**config.mk**
```make
export PLATFORM = sky130hd
export DESIGN_NAME = pcid_lru_binding_select_core
export DESIGN_NICKNAME = d
export VERILOG_FILES = /design/src/pcidlru_pkg.sv /design/src/pcidlru_ram.sv /design/src/pcidlru_scan.sv /design/src/pcid_lru_binding_select_core.sv
export SDC_FILE = /design/constraint.sdc
export NUM_CORES = 2
export LEC_CHECK = 0
export ABC_AREA = 1
export BUFFER_PORTS_ARGS = -buffer_cell sky130_fd_sc_hd__buf_2
export CAP_MARGIN = 20
export CORE_AREA = 2 2 320 322
export CTS_CLUSTER_DIAMETER = 60
export CTS_CLUSTER_SIZE = 8
export DETAILED_ROUTE_END_ITERATION = 12
export DIE_AREA = 0 0 322 324
export PLACE_DENSITY = 0.66
export SLEW_MARGIN = 20
export SYNTH_ARGS = -nofsm -noshare
export SYNTH_HDL_FRONTEND = slang
export SYNTH_SLANG_ARGS = --single-unit
```
**constraint.sdc**
```tcl
create_clock -name clk_i -period 15.88 [get_ports clk_i]
set_input_delay 3.176 -clock clk_i [delete_from_list [all_inputs] [get_ports clk_i]]
set_output_delay 3.176 -clock clk_i [all_outputs]
set_load 0.02 [all_outputs]
```
**src/pcidlru_pkg.sv**
```systemverilog
`timescale 1ns / 1ps

package pcidlru_pkg;

  localparam int SLOTS_DEF      = 8;
  localparam int FRAME_BITS_DEF = 40;

  localparam int ROOT_W      = 40;
  localparam int SLOT_W      = 3;
  localparam int CR3_W       = 64;
  localparam int STAMP_W     = 64;
  localparam int PCID_W      = 12;
  localparam int PAGE_SHIFT  = 12;
  localparam int NO_FLUSH_BIT = 63;

  typedef struct packed {
    logic load;
    logic first;
  } scan_ctrl_t;

endpackage

```
**src/pcidlru_ram.sv**
```systemverilog
`timescale 1ns / 1ps

module pcidlru_ram #(
  parameter int Width = 8,
  parameter int Depth = 8
) (
  input  logic                                 clk_i,
  input  logic                                 we_i,
  input  logic [((Depth > 1) ? $clog2(Depth) : 1)-1:0] waddr_i,
  input  logic [Width-1:0]                     wdata_i,
  input  logic [((Depth > 1) ? $clog2(Depth) : 1)-1:0] raddr_i,
  output logic [Width-1:0]                     rdata_o
);

  logic [Width-1:0] mem [Depth];
  logic [Width-1:0] rdata_q;

  always_ff @(posedge clk_i) begin
    if (we_i) begin
      mem[waddr_i] <= wdata_i;
    end
    rdata_q <= mem[raddr_i];
  end

  assign rdata_o = rdata_q;

endmodule

```
**src/pcidlru_scan.sv**
```systemverilog
`timescale 1ns / 1ps

module pcidlru_scan #(
  parameter int SLOTS      = pcidlru_pkg::SLOTS_DEF,
  parameter int FRAME_BITS = pcidlru_pkg::FRAME_BITS_DEF
) (
  input  logic                                      clk_i,
  input  logic                                      rst_ni,
  input  pcidlru_pkg::scan_ctrl_t                   ctrl_i,
  input  logic [((SLOTS > 1) ? $clog2(SLOTS) : 1)-1:0] idx_i,
  input  logic [FRAME_BITS-1:0]                     key_i,
  input  logic                                      rd_valid_i,
  input  logic [pcidlru_pkg::STAMP_W-1:0]           rd_stamp_i,
  input  logic [FRAME_BITS-1:0]                     rd_frame_i,
  output logic                                      match_o,
  output logic                                      hit_o,
  output logic [((SLOTS > 1) ? $clog2(SLOTS) : 1)-1:0] hit_idx_o,
  output logic [((SLOTS > 1) ? $clog2(SLOTS) : 1)-1:0] victim_idx_o,
  output logic                                      victim_valid_o,
  output logic [FRAME_BITS-1:0]                     victim_frame_o
);
  import pcidlru_pkg::*;

  localparam int IdxW = (SLOTS > 1) ? $clog2(SLOTS) : 1;

  logic                hit_q, hit_d;
  logic [IdxW-1:0]     hit_idx_q, hit_idx_d;
  logic [IdxW-1:0]     vidx_q, vidx_d;
  logic                vvalid_q, vvalid_d;
  logic [FRAME_BITS-1:0] vframe_q, vframe_d;
  logic [STAMP_W-1:0]  vstamp_q, vstamp_d;
  logic                match;

  assign match = rd_valid_i && (rd_frame_i == key_i);

  always_comb begin
    hit_d     = hit_q;
    hit_idx_d = hit_idx_q;
    vidx_d    = vidx_q;
    vvalid_d  = vvalid_q;
    vframe_d  = vframe_q;
    vstamp_d  = vstamp_q;
    if (ctrl_i.load) begin
      if (ctrl_i.first) begin
        hit_d = 1'b0;
      end
      if (match) begin
        hit_d     = 1'b1;
        hit_idx_d = idx_i;
      end else if (ctrl_i.first || (rd_stamp_i < vstamp_q)) begin
        vidx_d   = idx_i;
        vvalid_d = rd_valid_i;
        vframe_d = rd_frame_i;
        vstamp_d = rd_stamp_i;
      end
    end
  end

  always_ff @(posedge clk_i or negedge rst_ni) begin
    if (!rst_ni) begin
      hit_q <= 1'b0;
    end else begin
      hit_q <= hit_d;
    end
  end

  always_ff @(posedge clk_i) begin
    hit_idx_q <= hit_idx_d;
    vidx_q    <= vidx_d;
    vvalid_q  <= vvalid_d;
    vframe_q  <= vframe_d;
    vstamp_q  <= vstamp_d;
  end

  assign match_o        = match;
  assign hit_o          = hit_q;
  assign hit_idx_o      = hit_idx_q;
  assign victim_idx_o   = vidx_q;
  assign victim_valid_o = vvalid_q;
  assign victim_frame_o = vframe_q;

endmodule

```
**src/pcid_lru_binding_select_core.sv**
```systemverilog
`timescale 1ns / 1ps

// PCID binding slot selector. Raise start with root_frame_i while busy is low;
// the block then reads one slot per cycle from its slot memory (valid, frame,
// last-use stamp), stops at the first matching slot, after the last slot, or
// after slot 0 when pcid_enable is 0, and in its finish state writes back
// the stamp unless it hit the slot it last wrote. Its result word appears on
// the result ports for exactly one cycle, flagged by result_valid_o, in the
// same cycle that busy falls. The receiver cannot stall: the word must be
// taken in that cycle. After reset the slot memory is cleared one entry per
// cycle, with busy held high until every entry is clear; pcid_enable may be
// written meanwhile.

module pcid_lru_binding_select_core #(
  parameter int SLOTS      = pcidlru_pkg::SLOTS_DEF,
  parameter int FRAME_BITS = pcidlru_pkg::FRAME_BITS_DEF
) (
  input  logic                             clk_i,
  input  logic                             rst_ni,
  input  logic                             pcid_enable_we_i,
  input  logic                             pcid_enable_i,
  input  logic                             start,
  output logic                             busy,
  input  logic [pcidlru_pkg::ROOT_W-1:0]   root_frame_i,
  output logic                             result_valid_o,
  output logic [pcidlru_pkg::SLOT_W-1:0]   slot_o,
  output logic                             hit_o,
  output logic                             write_cr3_o,
  output logic [pcidlru_pkg::CR3_W-1:0]    cr3_value_o,
  output logic                             evicted_valid_o,
  output logic [pcidlru_pkg::ROOT_W-1:0]   evicted_frame_o
);
  import pcidlru_pkg::*;

  localparam int IdxW  = (SLOTS > 1) ? $clog2(SLOTS) : 1;
  localparam int WordW = 1 + STAMP_W + FRAME_BITS;
  localparam logic [IdxW-1:0] LastIdx = IdxW'(SLOTS - 1);

  typedef enum logic [3:0] {
    ST_CLEAR  = 4'b0001,
    ST_IDLE   = 4'b0010,
    ST_SCAN   = 4'b0100,
    ST_FINISH = 4'b1000
  } state_e;

  state_e              state_q, state_d;
  logic [IdxW-1:0]     idx_q, idx_d;
  logic [IdxW-1:0]     clr_q, clr_d;
  logic [FRAME_BITS-1:0] frame_q, frame_d;
  logic                pcid_en_q, pcid_en_d;
  logic [STAMP_W-1:0]  stamp_q, stamp_d;
  logic                prim_valid_q, prim_valid_d;
  logic [IdxW-1:0]     prim_slot_q, prim_slot_d;

  logic                res_valid_q, res_valid_d;
  logic [SLOT_W-1:0]   slot_q, slot_d;
  logic                hit_q, hit_d;
  logic                wcr3_q, wcr3_d;
  logic [CR3_W-1:0]    cr3_q, cr3_d;
  logic                ev_valid_q, ev_valid_d;
  logic [ROOT_W-1:0]   ev_frame_q, ev_frame_d;

  logic                accept;
  logic                mem_we;
  logic [IdxW-1:0]     mem_waddr;
  logic [WordW-1:0]    mem_wdata;
  logic [IdxW-1:0]     mem_raddr;
  logic [WordW-1:0]    mem_rdata;

  scan_ctrl_t          scan_ctrl;
  logic                sc_match;
  logic                sc_hit;
  logic [IdxW-1:0]     sc_hit_idx;
  logic [IdxW-1:0]     sc_victim_idx;
  logic                sc_victim_valid;
  logic [FRAME_BITS-1:0] sc_victim_frame;

  logic [IdxW-1:0]     chosen;
  logic                is_primary;
  logic                scan_done;
  logic [CR3_W-1:0]    cr3_base;

  pcidlru_ram #(
    .Width (WordW),
    .Depth (SLOTS)
  ) u_slot_ram (
    .clk_i   (clk_i),
    .we_i    (mem_we),
    .waddr_i (mem_waddr),
    .wdata_i (mem_wdata),
    .raddr_i (mem_raddr),
    .rdata_o (mem_rdata)
  );

  pcidlru_scan #(
    .SLOTS      (SLOTS),
    .FRAME_BITS (FRAME_BITS)
  ) u_scan (
    .clk_i          (clk_i),
    .rst_ni         (rst_ni),
    .ctrl_i         (scan_ctrl),
    .idx_i          (idx_q),
    .key_i          (frame_q),
    .rd_valid_i     (mem_rdata[WordW-1]),
    .rd_stamp_i     (mem_rdata[WordW-2 -: STAMP_W]),
    .rd_frame_i     (mem_rdata[FRAME_BITS-1:0]),
    .match_o        (sc_match),
    .hit_o          (sc_hit),
    .hit_idx_o      (sc_hit_idx),
    .victim_idx_o   (sc_victim_idx),
    .victim_valid_o (sc_victim_valid),
    .victim_frame_o (sc_victim_frame)
  );

  assign accept = start && (state_q == ST_IDLE);
  assign busy   = (state_q != ST_IDLE);

  assign scan_ctrl.load  = (state_q == ST_SCAN);
  assign scan_ctrl.first = (idx_q == '0);

  assign scan_done  = sc_match || !pcid_en_q || (idx_q == LastIdx);
  assign chosen     = sc_hit ? sc_hit_idx : sc_victim_idx;
  assign is_primary = sc_hit && prim_valid_q && (prim_slot_q == chosen);
  assign cr3_base   = (CR3_W'(frame_q) << PAGE_SHIFT) | CR3_W'(PCID_W'(chosen));

  assign mem_we    = (state_q == ST_CLEAR) || ((state_q == ST_FINISH) && !is_primary);
  assign mem_waddr = (state_q == ST_CLEAR) ? clr_q : chosen;
  assign mem_wdata = (state_q == ST_CLEAR) ? '0 : {1'b1, stamp_q, frame_q};
  assign mem_raddr = (state_q == ST_SCAN) ? (idx_q + IdxW'(1)) : '0;

  always_comb begin
    state_d      = state_q;
    idx_d        = idx_q;
    clr_d        = clr_q;
    frame_d      = frame_q;
    pcid_en_d    = pcid_enable_we_i ? pcid_enable_i : pcid_en_q;
    stamp_d      = stamp_q;
    prim_valid_d = prim_valid_q;
    prim_slot_d  = prim_slot_q;
    res_valid_d  = 1'b0;
    slot_d       = slot_q;
    hit_d        = hit_q;
    wcr3_d       = wcr3_q;
    cr3_d        = cr3_q;
    ev_valid_d   = ev_valid_q;
    ev_frame_d   = ev_frame_q;

    unique case (state_q)
      ST_CLEAR: begin
        clr_d = clr_q + IdxW'(1);
        if (clr_q == LastIdx) begin
          state_d = ST_IDLE;
        end
      end
      ST_IDLE: begin
        if (accept) begin
          frame_d = FRAME_BITS'(root_frame_i);
          idx_d   = '0;
          state_d = ST_SCAN;
        end
      end
      ST_SCAN: begin
        if (scan_done) begin
          state_d = ST_FINISH;
        end else begin
          idx_d = idx_q + IdxW'(1);
        end
      end
      ST_FINISH: begin
        res_valid_d = 1'b1;
        slot_d      = SLOT_W'(chosen);
        hit_d       = sc_hit;
        wcr3_d      = !is_primary;
        ev_valid_d  = !sc_hit && sc_victim_valid;
        ev_frame_d  = (!sc_hit && sc_victim_valid) ? ROOT_W'(sc_victim_frame) : '0;
        if (is_primary) begin
          cr3_d = '0;
        end else begin
          cr3_d = cr3_base;
          if (sc_hit && pcid_en_q) begin
            cr3_d[NO_FLUSH_BIT] = 1'b1;
          end
          stamp_d      = stamp_q + STAMP_W'(1);
          prim_valid_d = 1'b1;
          prim_slot_d  = chosen;
        end
        state_d = ST_IDLE;
      end
      default: begin
        state_d = ST_IDLE;
      end
    endcase
  end

  always_ff @(posedge clk_i or negedge rst_ni) begin
    if (!rst_ni) begin
      state_q      <= ST_CLEAR;
      idx_q        <= '0;
      clr_q        <= '0;
      pcid_en_q    <= 1'b0;
      stamp_q      <= STAMP_W'(1);
      prim_valid_q <= 1'b0;
      prim_slot_q  <= '0;
      res_valid_q  <= 1'b0;
    end else begin
      state_q      <= state_d;
      idx_q        <= idx_d;
      clr_q        <= clr_d;
      pcid_en_q    <= pcid_en_d;
      stamp_q      <= stamp_d;
      prim_valid_q <= prim_valid_d;
      prim_slot_q  <= prim_slot_d;
      res_valid_q  <= res_valid_d;
    end
  end

  always_ff @(posedge clk_i) begin
    frame_q    <= frame_d;
    slot_q     <= slot_d;
    hit_q      <= hit_d;
    wcr3_q     <= wcr3_d;
    cr3_q      <= cr3_d;
    ev_valid_q <= ev_valid_d;
    ev_frame_q <= ev_frame_d;
  end

  assign result_valid_o  = res_valid_q;
  assign slot_o          = slot_q;
  assign hit_o           = hit_q;
  assign write_cr3_o     = wcr3_q;
  assign cr3_value_o     = cr3_q;
  assign evicted_valid_o = ev_valid_q;
  assign evicted_frame_o = ev_frame_q;

`ifndef NO_ASSERTIONS
  a_finish_strobe: assert property (@(posedge clk_i) disable iff (!rst_ni)
    (state_q == ST_FINISH) |=> result_valid_o)
    else $error("result word missing after finish");

  a_accept_scan: assert property (@(posedge clk_i) disable iff (!rst_ni)
    (start && !busy) |=> (state_q == ST_SCAN) && (idx_q == '0))
    else $error("accepted word did not start a scan");

  a_hit_no_evict: assert property (@(posedge clk_i) disable iff (!rst_ni)
    result_valid_o |-> !(hit_o && evicted_valid_o))
    else $error("hit reported together with an eviction");

  a_skip_only_hit: assert property (@(posedge clk_i) disable iff (!rst_ni)
    (result_valid_o && !write_cr3_o) |-> (hit_o && (cr3_value_o == '0)))
    else $error("skipped CR3 load without a primary hit");
`endif

endmodule

```
==> results_dict.tcl <==
set metrics [dict create \
    status "complete, no violations" \
    final_util 0.5651 \
    rrSetupSlack_ns 10.82 \
    avgRoutedWirePerCell_um 21.60 \
    antenna_found_initial 3 \
    cp_max_fo 86 \
    clockBufferDepth 3 \
    synth.most_common_cell "edfxtp_1" \
    stdcell_count 5540 \
    ys.flop_type "edfxtp_1" \
    coreArea_mm2 0.1010 \
    p_leak_uw 0.02075 \
    place_congestion 0.9276 \
    layout.nets 4194 \
    drtPass1Iterations 6 \
    hold_class "reg -> reg" \
    drt-vias-per-instance 5.563 \
    clock-sinks 1267 \
    netlist.area_leader.share 0.6491 \
    swShare 0.2562 \
    postRouteAntennaNets 0 \
    crit_path_start_kind "register" \
    setup_viol 0 \
    seq_area_mm2 0.03660 \
    start_util 0.4951 \
    dpl.cell_count 5211 \
    r2r_cells 10 \
    synth_cell_types 38 \
    yosysSeqAreaShare 0.7317 \
    setup_tns_ns 0 \
    p_sw_uw 2140 \
    cts_tree "yes" \
    critical_path_required_ns 16.52 \
    pwr-share-comb 0.111 \
    dp_hpwl_um 64330 \
    ios 157 \
    via_count 30820 \
    drt-initial-drc-count 2769 \
    p_seq_frac 0.473 \
    r2r-start "idx_q[0]" \
    post_cts_buffers 0 \
    gr-total-overflow 0 \
    fin_crit_ns 5.061 \
    async_flop_share 0.06393 \
    avgSynthCellArea_um2 12.75 \
    synth_top_area_cell "edfxtp_1" \
    cts_root_buffer "clkbuf_16" \
    design_power_total_uw 8354 \
    cap_viol_max_count 0 \
    area_delta_synth_final_pct 14.14 \
    die_w_um 322 \
    rows 117 \
    grt_pass1_wl_um 181900 \
    end_kind "register" \
    cts_resized 0 \
    synth_edf_count 1081 \
    yosysWarnings 0 \
    drt-total-wl_um 119700 \
    startpoint "idx_q[0]" \
    synth_cells 3921 \
    drive_gt1_frac 0.09525 \
    power_density_mw_per_mm2 146.3 \
    critPathArrivalTime_ns 5.70 \
    insertion_delay_ns 0.76 \
    fmax_mhz 197.6 \
    clk_pin_slew_ns 0.05 \
    chipHeight_um 324 \
    crit_path_end "u_slot_ram.rdata_o[47]" \
    post-route-period-util 0.3187 \
    grt_pass1_vias 30610 \
    track_usage 0.2292 \
    yosys-top-cells-area "edfxtp_1 (65%), nand2_1 (5.3%), dfxtp_1 (4.2%), dfrtp_1 (4.0%), o221ai_1 (3.7%)" \
    numCtsBuffers 176 \
    hold_violations 0 \
    p_clk_frac 0.416 \
    drv_slew 0 \
    final.setup_skew_ns 0.02029 \
    ir_drop_uv 84.70 \
    dp_slack_ns 10.83 \
    synth_common_cells "edfxtp_1 (1081), nand2_1 (705), nor2_1 (306)" \
    worstMarginPinSlew_ns 1.111 \
    multi_input_area_mm2 0.01153 \
    relSlewSlack 0.2592 \
    n_fill_cell 8149 \
    netlist_area_mm2 0.05001 \
    worst_slack_ns 10.82 \
    drcViolationCount 0 \
    cts_max_level 4 \
    grt_setup_unrepaired "no" \
    ys_ff_latch 1267 \
    intPower_uw 6214 \
    antenna_cells 0 \
    grt_max_degree 159 \
    setup.worst_path.class "reg -> reg" \
    fp.dieArea_mm2 0.1043 \
    hold_buffers 0 \
    rr_endpoint "u_slot_ram.rdata_o[47]" \
    port_buffers 136 \
]
[power groups by stage]
stage	Clock, uW	Combinational [uW]	Sequential, uW
after floorplan	0	639	4000
after global placement	0	909	4010
after detailed placement	0	922	4020
after CTS	3520	928	3960
after global routing	3670	1030	3970
final	3470	925	3960
[how the worst min path moves through the flow]
stage          depth (start not counted)                    from             endpoint
3_3_place_gp                           0  u_slot_ram.rdata_o[87]  u_scan.vstamp_q[47]
6_report                               0  u_slot_ram.rdata_o[42]   u_scan.vstamp_q[2]
3_5_place_dp                           0  u_slot_ram.rdata_o[71]  u_scan.vstamp_q[31]
5_1_grt                                0  u_slot_ram.rdata_o[71]  u_scan.vstamp_q[31]
4_1_cts                                0  u_slot_ram.rdata_o[42]   u_scan.vstamp_q[2]
2_1_floorplan                          0  u_slot_ram.rdata_o[40]   u_scan.vstamp_q[0]
[registers in the layout (all words and copies together) (netlist names), 40 cells and up]
name,flops
u_slot_ram.mem,840
u_slot_ram.rdata_o,105
stamp_q,64
u_scan.vstamp_q,64
cr3_value_o,44
evicted_frame_o,40
frame_q,40
u_scan.victim_frame_o,40
[worst max-delay path, cell delays in order, from the launching register on]
cell and delay [ns]:
dfrtp_4 0.76, ha_1 0.35, ha_1 0.32, nand2_4 0.44, inv_6 0.64, buf_4 0.92, buf_4 0.83, nand2_1 0.14
a21oi_1 0.16, o21ai_1 0.08, and2_1 0.17
[stage by stage]
stage | hold WS [ns] | instance area [um2]
floorplan | 0.4082 | 50080
global placement | 0.4238 | 51880
detailed placement | 0.4281 | 51880
CTS | 0.4398 | 57080
global route | 0.4446 | 57080
finish | 0.4353 | 57080
[kinds of logic after synthesis]
kind of cell / after synthesis / share of synthesized area
other: 1 / 0.00007498
buffers and inverters: 502 / 0.04133
xor gates and xnor gates: 77 / 0.01348
AOI/OAI and AO/OA: 629 / 0.07911
adders and majority gates: 69 / 0.01726
DFF: 1267 / 0.7317
and+or+nand+nor: 1376 / 0.1171
[cells in the final DEF (no fill, tap or decap), types with 10 or more instances in the layout]
master     count
o21ai_0       78
buf_4         34
nand4_1       37
xor2_1        67
nor2_1       297
edfxtp_1    1081
dfxtp_1      105
buf_2        135
o21ai_1       86
nand2_1      701
clkbuf_16    177
conb_1        20
and2_1       105
a21oi_1      243
inv_1        281
dfrtp_1       78
clkbuf_1     136
ha_1          69
o221ai_1     210
xnor2_1       10
nand3_1      151
nor3_1        46
[final cells by class]
class                      count  area share
sequential                  1267      0.6411
timing repair buffer         174     0.01775
clock buffer                 313     0.08653
multi-input combinational   2171      0.2020
clock inverter                16    0.004515
inverter                     290     0.01938
tap                         1309     0.02869
[metal layers]
layer / track usage / vias up / routed length, um
met1: 0.3056 / 15220 / 51240
met3: 0.03665 / 193 / 7119
met5: 0 / - / 16
met4: 0.07747 / 2 / 2959
met2: 0.3847 / 1099 / 58340
li1: - / 14310 / -
(Power assumes the default switching activity.)
